## src/hdl/nwt_pkg.sv

```systemverilog
// Types, codes and character classes for the number/whitespace tokenizer.
// No dependencies; every other file in hdl/ imports this package.
package nwt_pkg;

  localparam int FIELD_BITS = 16;
  localparam int FIFO_DEPTH = 4;

  localparam logic [7:0] CHAR_NUL = 8'h00;
  localparam logic [7:0] CHAR_LF  = 8'h0a;
  localparam logic [7:0] CHAR_B   = 8'h62;
  localparam logic [7:0] CHAR_O   = 8'h6f;
  localparam logic [7:0] CHAR_X   = 8'h78;
  localparam logic [7:0] CHAR_DOT = 8'h2e;

  typedef enum logic [3:0] {
    MODE_IDLE,
    MODE_WS,
    MODE_ZERO,
    MODE_INT,
    MODE_FRAC,
    MODE_BIN,
    MODE_OCT,
    MODE_HEX,
    MODE_TAIL
  } scan_mode_t;

  typedef enum logic [2:0] {
    KIND_EOF,
    KIND_BAD_CHAR,
    KIND_WS,
    KIND_NUMBER,
    KIND_BAD_NUMBER
  } token_kind_t;

  typedef struct packed {
    logic [7:0] text_byte;
    logic       end_of_text;
  } text_item_t;

  typedef struct packed {
    token_kind_t           token_kind;
    logic [FIELD_BITS-1:0] start_offset;
    logic [FIELD_BITS-1:0] end_offset;
    logic [FIELD_BITS-1:0] start_line;
    logic [FIELD_BITS-1:0] start_column;
    logic                  last;
  } token_item_t;

  typedef struct packed {
    logic [1:0]  count;
    token_item_t first;
    token_item_t second;
  } push_t;

  typedef struct packed {
    logic not_empty;
    logic room_for_two;
  } fifo_status_t;

  function automatic logic is_digit(input logic [7:0] c);
    return (c >= 8'h30) && (c <= 8'h39);
  endfunction

  function automatic logic is_alpha(input logic [7:0] c);
    return ((c >= 8'h61) && (c <= 8'h7a)) || ((c >= 8'h41) && (c <= 8'h5a));
  endfunction

  function automatic logic is_space(input logic [7:0] c);
    return (c == 8'h20) || ((c >= 8'h09) && (c <= 8'h0d));
  endfunction

  function automatic logic is_ws_start(input logic [7:0] c);
    return (c == 8'h20) || (c == CHAR_LF) || (c == 8'h0d) || (c == 8'h09);
  endfunction

  function automatic logic is_hex(input logic [7:0] c);
    return is_digit(c) || ((c >= 8'h61) && (c <= 8'h66)) || ((c >= 8'h41) && (c <= 8'h46));
  endfunction

  function automatic logic is_tail(input logic [7:0] c);
    return is_alpha(c) || is_digit(c) || (c == CHAR_DOT);
  endfunction

endpackage

```

## src/hdl/nwt_if.sv

```systemverilog
// Valid/ready channel interfaces for text bytes in and tokens out.
// Depends on nwt_pkg for the item types.
interface nwt_text_if;
  import nwt_pkg::*;
  logic       valid;
  logic       ready;
  text_item_t data;
  modport source (output valid, output data, input ready);
  modport sink (input valid, input data, output ready);
endinterface

interface nwt_token_if;
  import nwt_pkg::*;
  logic        valid;
  logic        ready;
  token_item_t data;
  modport source (output valid, output data, input ready);
  modport sink (input valid, input data, output ready);
endinterface

```

## src/hdl/number_whitespace_tokenizer_unit.sv

```systemverilog
// Number/whitespace tokenizer top level. Depends on nwt_pkg, nwt_if, nwt_result_fifo.
// Tokens closed by an item are registered in the result queue and reach the output port from its head.
// Throughput: one byte per cycle while the result queue has two free slots; an item that closes
// two tokens gives them out one at a time, absorbed by the four-entry result queue (input ready needs two free slots).
// Reset (synchronous, rst high): line register 1, counters and queue cleared,
// no token open.
module number_whitespace_tokenizer_unit #(
  parameter int OFFSET_BITS = 16,
  parameter int LINE_BITS   = 16
) (
  input  logic                 clk,
  input  logic                 rst,
  input  logic                 cfg_wr_en,
  input  logic [15:0]          cfg_wr_data,
  nwt_text_if.sink             text,
  nwt_token_if.source          token
);
  import nwt_pkg::*;

  localparam logic [OFFSET_BITS-1:0] OFF_MAX  = '1;
  localparam logic [LINE_BITS-1:0]   LINE_MAX = '1;

  logic [15:0]            first_line_number;
  scan_mode_t             scan_mode, scan_mode_next;
  logic [OFFSET_BITS-1:0] cur_offset, cur_offset_next;
  logic [LINE_BITS-1:0]   cur_line, cur_line_next;
  logic [OFFSET_BITS-1:0] cur_column, cur_column_next;
  logic [OFFSET_BITS-1:0] tok_offset, tok_offset_next;
  logic [LINE_BITS-1:0]   tok_line, tok_line_next;
  logic [OFFSET_BITS-1:0] tok_column, tok_column_next;

  logic                   accept;
  logic [7:0]             c;
  logic                   eot;
  logic                   open;
  scan_mode_t             ext_mode;
  logic [OFFSET_BITS-1:0] adv_offset;
  logic [LINE_BITS-1:0]   adv_line;
  logic [OFFSET_BITS-1:0] adv_column;
  logic [LINE_BITS-1:0]   reg_line, cfg_line;
  token_item_t            pend_tok, eof_tok, bad_tok;
  push_t                  push;
  fifo_status_t           status;
  token_item_t            head;

  function automatic logic [LINE_BITS-1:0] sat_line(input logic [15:0] v);
    return (32'(v) > 32'(LINE_MAX)) ? LINE_MAX : LINE_BITS'(v);
  endfunction

  function automatic scan_mode_t extend(input scan_mode_t m, input logic [7:0] ch);
    scan_mode_t r;
    r = is_tail(ch) ? MODE_TAIL : MODE_IDLE;
    unique case (m)
      MODE_WS:   r = is_space(ch) ? MODE_WS : MODE_IDLE;
      MODE_ZERO: begin
        if (ch == CHAR_B) r = MODE_BIN;
        else if (ch == CHAR_O) r = MODE_OCT;
        else if (ch == CHAR_X) r = MODE_HEX;
        else if (is_digit(ch)) r = MODE_INT;
        else if (ch == CHAR_DOT) r = MODE_FRAC;
      end
      MODE_INT: begin
        if (is_digit(ch)) r = MODE_INT;
        else if (ch == CHAR_DOT) r = MODE_FRAC;
      end
      MODE_FRAC: if (is_digit(ch)) r = MODE_FRAC;
      MODE_BIN:  if ((ch == 8'h30) || (ch == 8'h31)) r = MODE_BIN;
      MODE_OCT:  if ((ch >= 8'h30) && (ch <= 8'h37)) r = MODE_OCT;
      MODE_HEX:  if (is_hex(ch)) r = MODE_HEX;
      MODE_TAIL: r = is_tail(ch) ? MODE_TAIL : MODE_IDLE;
      default:   r = MODE_IDLE;
    endcase
    return r;
  endfunction

  function automatic token_kind_t pending_kind(input scan_mode_t m);
    token_kind_t k;
    case (m)
      MODE_WS:   k = KIND_WS;
      MODE_TAIL: k = KIND_BAD_NUMBER;
      default:   k = KIND_NUMBER;
    endcase
    return k;
  endfunction

  assign accept   = text.valid & text.ready;
  assign c        = text.data.text_byte;
  assign eot      = text.data.end_of_text | (c == CHAR_NUL);
  assign open     = (scan_mode != MODE_IDLE);
  assign ext_mode = eot ? MODE_IDLE : extend(scan_mode, c);
  assign reg_line = sat_line(first_line_number);
  assign cfg_line = sat_line(cfg_wr_data);

  assign adv_offset = (cur_offset == OFF_MAX) ? cur_offset : cur_offset + 1'b1;
  assign adv_line   = ((c == CHAR_LF) && (cur_line != LINE_MAX)) ? cur_line + 1'b1 : cur_line;
  assign adv_column = (c == CHAR_LF) ? '0 :
                      (cur_column == OFF_MAX) ? cur_column : cur_column + 1'b1;

  always_comb begin
    pend_tok.token_kind   = pending_kind(scan_mode);
    pend_tok.start_offset = 16'(tok_offset);
    pend_tok.end_offset   = 16'(cur_offset);
    pend_tok.start_line   = 16'(tok_line);
    pend_tok.start_column = 16'(tok_column);
    pend_tok.last         = 1'b0;

    eof_tok.token_kind    = KIND_EOF;
    eof_tok.start_offset  = 16'(cur_offset);
    eof_tok.end_offset    = 16'(cur_offset);
    eof_tok.start_line    = 16'(cur_line);
    eof_tok.start_column  = 16'(cur_column);
    eof_tok.last          = 1'b1;

    bad_tok.token_kind    = KIND_BAD_CHAR;
    bad_tok.start_offset  = 16'(cur_offset);
    bad_tok.end_offset    = 16'(adv_offset);
    bad_tok.start_line    = 16'(cur_line);
    bad_tok.start_column  = 16'(cur_column);
    bad_tok.last          = 1'b1;
  end

  always_comb begin
    scan_mode_next  = scan_mode;
    cur_offset_next = cur_offset;
    cur_line_next   = cur_line;
    cur_column_next = cur_column;
    tok_offset_next = tok_offset;
    tok_line_next   = tok_line;
    tok_column_next = tok_column;
    push            = '0;

    if (accept) begin
      if (open && (ext_mode != MODE_IDLE)) begin
        scan_mode_next  = ext_mode;
        cur_offset_next = adv_offset;
        cur_line_next   = adv_line;
        cur_column_next = adv_column;
      end else begin
        scan_mode_next = MODE_IDLE;
        if (eot) begin
          cur_offset_next = '0;
          cur_line_next   = reg_line;
          cur_column_next = '0;
          tok_offset_next = '0;
          tok_line_next   = reg_line;
          tok_column_next = '0;
          if (open) begin
            push.count  = 2'd2;
            push.first  = pend_tok;
            push.second = eof_tok;
          end else begin
            push.count = 2'd1;
            push.first = eof_tok;
          end
        end else begin
          tok_offset_next = cur_offset;
          tok_line_next   = cur_line;
          tok_column_next = cur_column;
          cur_offset_next = adv_offset;
          cur_line_next   = adv_line;
          cur_column_next = adv_column;
          if (is_ws_start(c)) begin
            scan_mode_next = MODE_WS;
          end else if (is_digit(c)) begin
            scan_mode_next = (c == 8'h30) ? MODE_ZERO : MODE_INT;
          end
          if (!is_ws_start(c) && !is_digit(c)) begin
            if (open) begin
              push.count  = 2'd2;
              push.first  = pend_tok;
              push.second = bad_tok;
            end else begin
              push.count = 2'd1;
              push.first = bad_tok;
            end
          end else if (open) begin
            push.count      = 2'd1;
            push.first      = pend_tok;
            push.first.last = 1'b1;
          end
        end
      end
    end

    if (cfg_wr_en && (cur_offset == '0)) begin
      cur_line_next = cfg_line;
      tok_line_next = cfg_line;
    end
  end

  always_ff @(posedge clk) begin
    if (rst) begin
      first_line_number <= 16'd1;
      scan_mode         <= MODE_IDLE;
      cur_offset        <= '0;
      cur_line          <= LINE_BITS'(1);
      cur_column        <= '0;
      tok_offset        <= '0;
      tok_line          <= LINE_BITS'(1);
      tok_column        <= '0;
    end else begin
      if (cfg_wr_en) begin
        first_line_number <= cfg_wr_data;
      end
      scan_mode  <= scan_mode_next;
      cur_offset <= cur_offset_next;
      cur_line   <= cur_line_next;
      cur_column <= cur_column_next;
      tok_offset <= tok_offset_next;
      tok_line   <= tok_line_next;
      tok_column <= tok_column_next;
    end
  end

  nwt_result_fifo u_fifo (
    .clk    (clk),
    .rst    (rst),
    .push   (push),
    .pop    (token.valid & token.ready),
    .head   (head),
    .status (status)
  );

  assign text.ready  = status.room_for_two;
  assign token.valid = status.not_empty;
  assign token.data  = head;

  a_eot_restart: assert property (@(posedge clk) disable iff (rst)
    (accept && eot && !cfg_wr_en) |=> (scan_mode == MODE_IDLE) && (cur_offset == '0))
    else $error("end of text did not restart counters");

  a_offset_step: assert property (@(posedge clk) disable iff (rst)
    (accept && !eot) |=>
      (cur_offset == (($past(cur_offset) == OFF_MAX) ? OFF_MAX : $past(cur_offset) + 1'b1)))
    else $error("offset did not advance on byte");

  a_pair_order: assert property (@(posedge clk) disable iff (rst)
    (push.count == 2'd2) |->
      (push.first.token_kind != KIND_EOF) && !push.first.last && push.second.last)
    else $error("bad ordering of paired tokens");

endmodule

```

## src/hdl/nwt_result_fifo.sv

```systemverilog
// Result queue: takes zero, one or two tokens a cycle, gives one.
// Depends on nwt_pkg.
module nwt_result_fifo (
  input  logic                   clk,
  input  logic                   rst,
  input  nwt_pkg::push_t         push,
  input  logic                   pop,
  output nwt_pkg::token_item_t   head,
  output nwt_pkg::fifo_status_t  status
);
  import nwt_pkg::*;

  localparam int PTR_BITS = $clog2(FIFO_DEPTH);

  token_item_t         entries [FIFO_DEPTH];
  logic [PTR_BITS-1:0] wr_ptr;
  logic [PTR_BITS-1:0] rd_ptr;
  logic [PTR_BITS:0]   count;

  always_ff @(posedge clk) begin
    if (rst) begin
      wr_ptr <= '0;
      rd_ptr <= '0;
      count  <= '0;
    end else begin
      wr_ptr <= wr_ptr + PTR_BITS'(push.count);
      rd_ptr <= rd_ptr + PTR_BITS'(pop);
      count  <= count + (PTR_BITS+1)'(push.count) - (PTR_BITS+1)'(pop);
    end
  end

  always_ff @(posedge clk) begin
    if (push.count != 2'd0) begin
      entries[wr_ptr] <= push.first;
    end
    if (push.count == 2'd2) begin
      entries[PTR_BITS'(wr_ptr + 1'b1)] <= push.second;
    end
  end

  assign head                = entries[rd_ptr];
  assign status.not_empty    = (count != '0);
  assign status.room_for_two = (count <= (PTR_BITS+1)'(FIFO_DEPTH - 2));

  a_count_bound: assert property (@(posedge clk) disable iff (rst)
    count <= (PTR_BITS+1)'(FIFO_DEPTH))
    else $error("result queue count beyond depth");

  a_push_room: assert property (@(posedge clk) disable iff (rst)
    (push.count != 2'd0) |-> status.room_for_two)
    else $error("push without room");

  a_pop_only: assert property (@(posedge clk) disable iff (rst)
    (pop && push.count == 2'd0) |=> (count == $past(count) - 1'b1))
    else $error("pop did not drop count");

endmodule

```

## src/flat_wrapper.sv

```systemverilog
// flat-port wrapper written by rule: the top's interface ports become plain ports
module number_whitespace_tokenizer_unit_flat import nwt_pkg::*;
#(
  parameter int OFFSET_BITS = 16,
  parameter int LINE_BITS   = 16
)
  (clk, rst, cfg_wr_en, cfg_wr_data, text_valid, text_data, text_ready, token_valid, token_data, token_ready);
  nwt_text_if text_i ();
  nwt_token_if token_i ();
  input  logic clk;
  input  logic rst;
  input  logic cfg_wr_en;
  input  logic [15:0] cfg_wr_data;
  input wire logic [$bits(text_i.valid)-1:0] text_valid;
  input wire logic [$bits(text_i.data)-1:0] text_data;
  output wire logic [$bits(text_i.ready)-1:0] text_ready;
  output wire logic [$bits(token_i.valid)-1:0] token_valid;
  output wire logic [$bits(token_i.data)-1:0] token_data;
  input wire logic [$bits(token_i.ready)-1:0] token_ready;
  assign text_i.valid = text_valid;
  assign text_i.data = text_data;
  assign text_ready = text_i.ready;
  assign token_valid = token_i.valid;
  assign token_data = token_i.data;
  assign token_i.ready = token_ready;
  number_whitespace_tokenizer_unit #(.OFFSET_BITS(OFFSET_BITS), .LINE_BITS(LINE_BITS)) u_core (.clk(clk), .rst(rst), .cfg_wr_en(cfg_wr_en), .cfg_wr_data(cfg_wr_data), .text(text_i), .token(token_i));
endmodule
```

## config.mk

```make
export PLATFORM = sky130hd
export DESIGN_NAME = number_whitespace_tokenizer_unit_flat
export DESIGN_NICKNAME = d
export VERILOG_FILES = /design/src/hdl/nwt_pkg.sv /design/src/hdl/nwt_if.sv /design/src/hdl/number_whitespace_tokenizer_unit.sv /design/src/hdl/nwt_result_fifo.sv /design/src/flat_wrapper.sv
export SDC_FILE = /design/constraint.sdc
export NUM_CORES = 1
export LEC_CHECK = 0
export BUFFER_PORTS_ARGS = -buffer_cell sky130_fd_sc_hd__buf_2
export CORE_MARGIN = 2
export CORE_UTILIZATION = 53
export DETAILED_ROUTE_END_ITERATION = 8
export PLACE_DENSITY_LB_ADDON = 0.25
export SLEW_MARGIN = 0
export SYNTH_ARGS = -nofsm -noshare
export SYNTH_HDL_FRONTEND = slang
export SYNTH_SLANG_ARGS = --single-unit
```

## constraint.sdc

```tcl
create_clock -name clk -period 6.9 [get_ports clk]
set_clock_uncertainty 0.1 [all_clocks]
set_input_delay 1.035 -clock clk [delete_from_list [all_inputs] [get_ports clk]]
set_output_delay 1.035 -clock clk [all_outputs]
set_load 0.005 [all_outputs]
```

After elaboration in Yosys (flattened, before gate mapping). Memories as Yosys holds them, arrays and structs flattened. A register that Yosys moved wholly into a read port is not among the register bits. Cells that the tools add are included.

Register bits: 123. Logic and storage cells: 143. Memories kept: 1. Bits in writable memories: 272.

Memories: u_core.u_fifo.entries (depth 4, width 68, read ports 1, clocked after Yosys merged registers in 1, wr ports 2, RTL line nwt_result_fifo.sv:15) `token_item_t entries [FIFO_DEPTH];`.

Reductions and logical operators: 32. Order comparisons: 12. Add/sub/neg operators: 8. Bitwise logic cells: 4. Mux-type cells: 52. Equal/unequal tests: 23.

Operators by type and width (number): $mux W138 (3); $mux W16 (18); $mux W70 (3); $mux W66 (2); $mux W69 (1); $mux W65 (1); $mux W4 (15); $add A16 B1 Y16 const B (3); $eq A16 B16 Y1 const B (2); $eq A8 B6 Y1 const B (4); $le A8 B7 Y1 const B (4); $pmux W4 S8 (1); $eq A8 B4 Y1 const B (3); $eq A8 B7 Y1 const B (3); $eq A4 B3 Y1 const B (4); $ge A8 B7 Y1 const B (2); $le A8 B6 Y1 const B (2); $logic_not A16 Y1 (1); $ne A16 B16 Y1 const B (1); $logic_and A1 B1 Y1 (11); $logic_or A1 B1 Y1 (10); $eq A4 B2 Y1 const B (2); $ge A8 B4 Y1 const B (1); $ge A8 B6 Y1 const B (1); 23 further kinds (33).

Logic depth before layout (Yosys ltp).
Depth after elaboration: 20. Depth in mapped cells: 16.

Cells and area by module. Synthesis repeated with hierarchy kept, for this count alone.

Cell total of the unflattened synthesis: 1893. Area total of the unflattened synthesis: 21797.2 sq um.

Modules (own cells, without submodules): nwt_result_fifo (area an instance 13639.3 sq um, sequential area each 8308.0 sq um, cells each 703, instances 1); number_whitespace_tokenizer_unit (area an instance 8157.8 sq um, sequential area each 2322.2 sq um, cells each 1190, instances 1).

Worst setup path before layout. Ideal clock, no wire load.

Kind: in2reg. Start: input port text_data[1]. End: memory u_core.u_fifo.entries[3][0] (netlist name) (enable). Data required time: 6.374 ns. Stages: 11. Buffers on the path: 1. Path slack: 1.392 ns. Arrival time: 4.982 ns. Cells stage by stage: clkbuf_1 > nor4_1 > nand3_1 > nand3_1 > inv_1 > ha_1 > nor3b_1 > nor2_1 > nor2_1 > nand3_1 > nand2_1.

RTL lines: start, declared (RTL line flat_wrapper.sv:15) `input wire logic [$bits(text_i.data)-1:0] text_data;`; end, declared (RTL line nwt_result_fifo.sv:15).

==> results.toml <==
[outcome]
status = "complete, no violations"

[setup_path]
regToRegStartpoint = "u_core.scan_mode[3]"
cp_max_fo = 36
endpoint = "u_core.u_fifo.entries[3][26]"
cp-start-kind = "input pin"
cp_slowest_stage_delay_ns = 0.58
crit_start = "text_data[4]"
r2r_end = "u_core.u_fifo.entries[3][26]"
crit_type = "in -> reg"
cp_data_required_time_ns = 7.06
cp_slowest_cell = "nand2_4"
crit_path_end_kind = "flip-flop"
critPathArrivalTime_ns = 5.69
reg2reg_depth = 9
rrSetupSlack_ns = 1.92
cp_cell_sequence = "buf_2 > nor3b_2 > nand4b_1 > nand3_1 > inv_1 > ha_1 > nor3b_1 > nor2_1 > nor2_1 > nand3_1 > nand2_4 > buf_12"

[run]
drv_cap = 0

[sta]
setup_tns_ns = 0
hold_violations = 0
tightestPinTransition_ns = 1.19
timing.fmax_mhz = 181
period_minus_slack_ns = 5.54
timing.final.crit_share_pct = 80.3
relSlewSlack_pct = 19.6
rsz0062_at_grt = "no"
slew_viol_final = 0
setup_viol = 0

[cts]
postCtsSetupBuffers = 0
clock_latency_ns = 0.58
post_cts_resized = 0
htree_levels = 2
cts_buffers = 43
cts_buffer_depth = 3
cts_tree = "yes"
cts-root-buf = "clkbuf_16"
clkSinkCount = 395
clk_pin_slew_worst_paths_ns = 0.05
cts_hold_buf = 0

[min_path]
holdPathStages = 2
hold_path.class = "reg -> reg"

[die]
die_h_um = 203
rows = 72
start_util_pct = 54.0
num_io_pins = 100
die_area_sq_mm = 0.0411
coreArea_sq_mm = 0.0388
die-width_um = 203

[synth]
synthFlopType = "edfxtp_1"
postSynthCellCount = 1920
ys_seq_elements = 395
syn-cell-area_sq_mm = 0.0210
synth.avg_cell_area_sq_um = 10.9
syn_nets = 1959
synth-edff-count = 264
ys_seq_area_share_pct = 50.4
async_flop_share_pct = 0
yosys_warnings = 0
synthDistinctLibCells = 80

[finish]
final_nets = 1906
syn_to_final_growth_pct = 9.72
multi_input_comb_area_sq_mm = 0.00949
final_cell_mix = "edfxtp_1, a32o_1, nor2_1"
regArea_sq_mm = 0.0106
n_fill_cell = 3151
antenna_cells = 0
stdcell_area_sq_mm = 0.0230
final_common_cell = "edfxtp_1"
drive_gt1_share_pct = 15.7
post-route-util_pct = 59.2

[global_route]
track_usage_pct = 30.4
grt_pass1_vias = 16400
antenna_found_initial = 2
grt_pass1_wl_mm = 97.0
grt-ovfl-total = 0
grt_max_degree = 101

[routing]
drt-pass1-iter-count = 7
ant_nets = 0
drt-initial-drc-count = 2313
wl_per_cell_um = 26.0
routed_via_density = 7.13
finalWirelength_mm = 62.8
vias = 17300
route.detailed.drc = 0

[placed_design]
dpl_cell_area_sq_mm = 0.0216
io_buffer_count = 99
post-dp-hpwl_mm = 37.0
place_congestion = 0.920

[power]
leakagePower_nw = 7.22
p_per_area_mw_per_mm2 = 327
ir_drop_uv = 218
layout make-up:
type,instances,area share [%]
Tap cell,518,2.82
Clock buffer,58,5.19
Clock inverter,22,0.936
Sequential cell,395,45.9
Inverter,15,0.256
Timing Repair Buffer,135,3.56
Multi-Input combinational cell,1277,41.3
critical path, delay by kind of cell:
| family | cells | cell delay, ns |
|---|---|---|
| buffers and inverters | 3 | 0.89 |
| and+or+nand+nor | 8 | 3.32 |
| adders and majority gates | 1 | 0.42 |
power by group:
part           switching, mW  leakage, nW  internal, mW
Combinational           1.23         2.96         0.785
Sequential             0.246         3.57          2.92
Clock                  0.961        0.686          1.36
Total                   2.44         7.22          5.07
state kept, by name (all words and copies together), names as in the netlist:
register	count
u_core.cur_column	16
u_core.cur_line	16
u_core.cur_offset	16
u_core.first_line_number	16
u_core.scan_mode	4
u_core.tok_column	16
u_core.tok_line	16
u_core.tok_offset	16
u_core.u_fifo.count	3
u_core.u_fifo.entries	272
u_core.u_fifo.rd_ptr	2
u_core.u_fifo.wr_ptr	2
Yosys cell counts (all sizes together) (4+ instances only):
library cell,n,area [sq um]
a22o,10,87.6
xnor2,6,52.6
o31ai,21,163
a32o,192,1920
nor2b,15,93.8
edfxtp,264,7930
o311ai,12,105
and3,21,131
or4,9,78.8
nand2,106,398
a21boi,8,60.1
ha,8,100
nor3b,13,103
nor2,145,544
a31oi,42,263
a311oi,6,52.6
o221ai,8,70.1
inv,14,52.6
mux4,68,1530
mux2i,25,250
clkbuf,175,659
o32ai,4,65.1
nand2b,7,43.8
nor4,10,77.6
o211ai,14,105
or2,4,25.0
o21a,6,45.0
o22ai,22,138
buf,58,314
o21ai,112,561
nand3b,16,120
nor3,39,195
and2,11,68.8
a22oi,8,60.1
a211oi,12,90.1
nand3,73,365
or3,7,43.8
a32oi,7,61.3
nand4,45,282
dfxtp,131,2620
a21oi,125,626
how the worst min path moves through the flow:
| stage | from | to |
|---|---|---|
| after floorplan | u_core.u_fifo.entries[1][66] | u_core.u_fifo.entries[1][66] |
| after global placement | u_core.first_line_number[14] | u_core.first_line_number[14] |
| after detailed placement | u_core.u_fifo.entries[2][66] | u_core.u_fifo.entries[2][66] |
| after CTS | u_core.u_fifo.entries[2][66] | u_core.u_fifo.entries[2][66] |
| after global routing | u_core.u_fifo.entries[3][66] | u_core.u_fifo.entries[3][66] |
| final | u_core.u_fifo.entries[1][66] | u_core.u_fifo.entries[1][66] |
stage by stage:
stage          power, mW  setup WS, ns  std cells  hold WS (ns)
6_report            7.51          1.36       2420         0.371
5_1_grt             7.80         0.971       2420         0.410
4_1_cts             7.54          1.54       2420         0.381
3_5_place_dp        5.22         0.930       2340         0.374
3_3_place_gp        5.19          1.16       2340         0.366
2_1_floorplan       4.40          1.39       1920         0.344
kinds of logic after synthesis:
group                      share of synthesized area, %
AOI/OAI and AO/OA                                  22.4
and+or+nand+nor                                    12.8
DFF                                                50.4
buffers and inverters                              4.92
muxes                                              8.61
adders and majority gates                         0.573
xor gates and xnor gates                          0.293
metal layers:
| metal | part of all wire (%) | wire (um) | GRT usage (%) | vias up |
|---|---|---|---|---|
| li1 | - | - | - | 7599 |
| met1 | 41 | 25600 | 42.1 | 8506 |
| met2 | 47 | 29600 | 48.3 | 1020 |
| met3 | 8.9 | 5620 | 4.77 | 129 |
| met4 | 3.1 | 1970 | 11.5 | 2 |
| met5 | 0.018 | 11 | 0 | - |
Power figures use the tool's default switching activity.
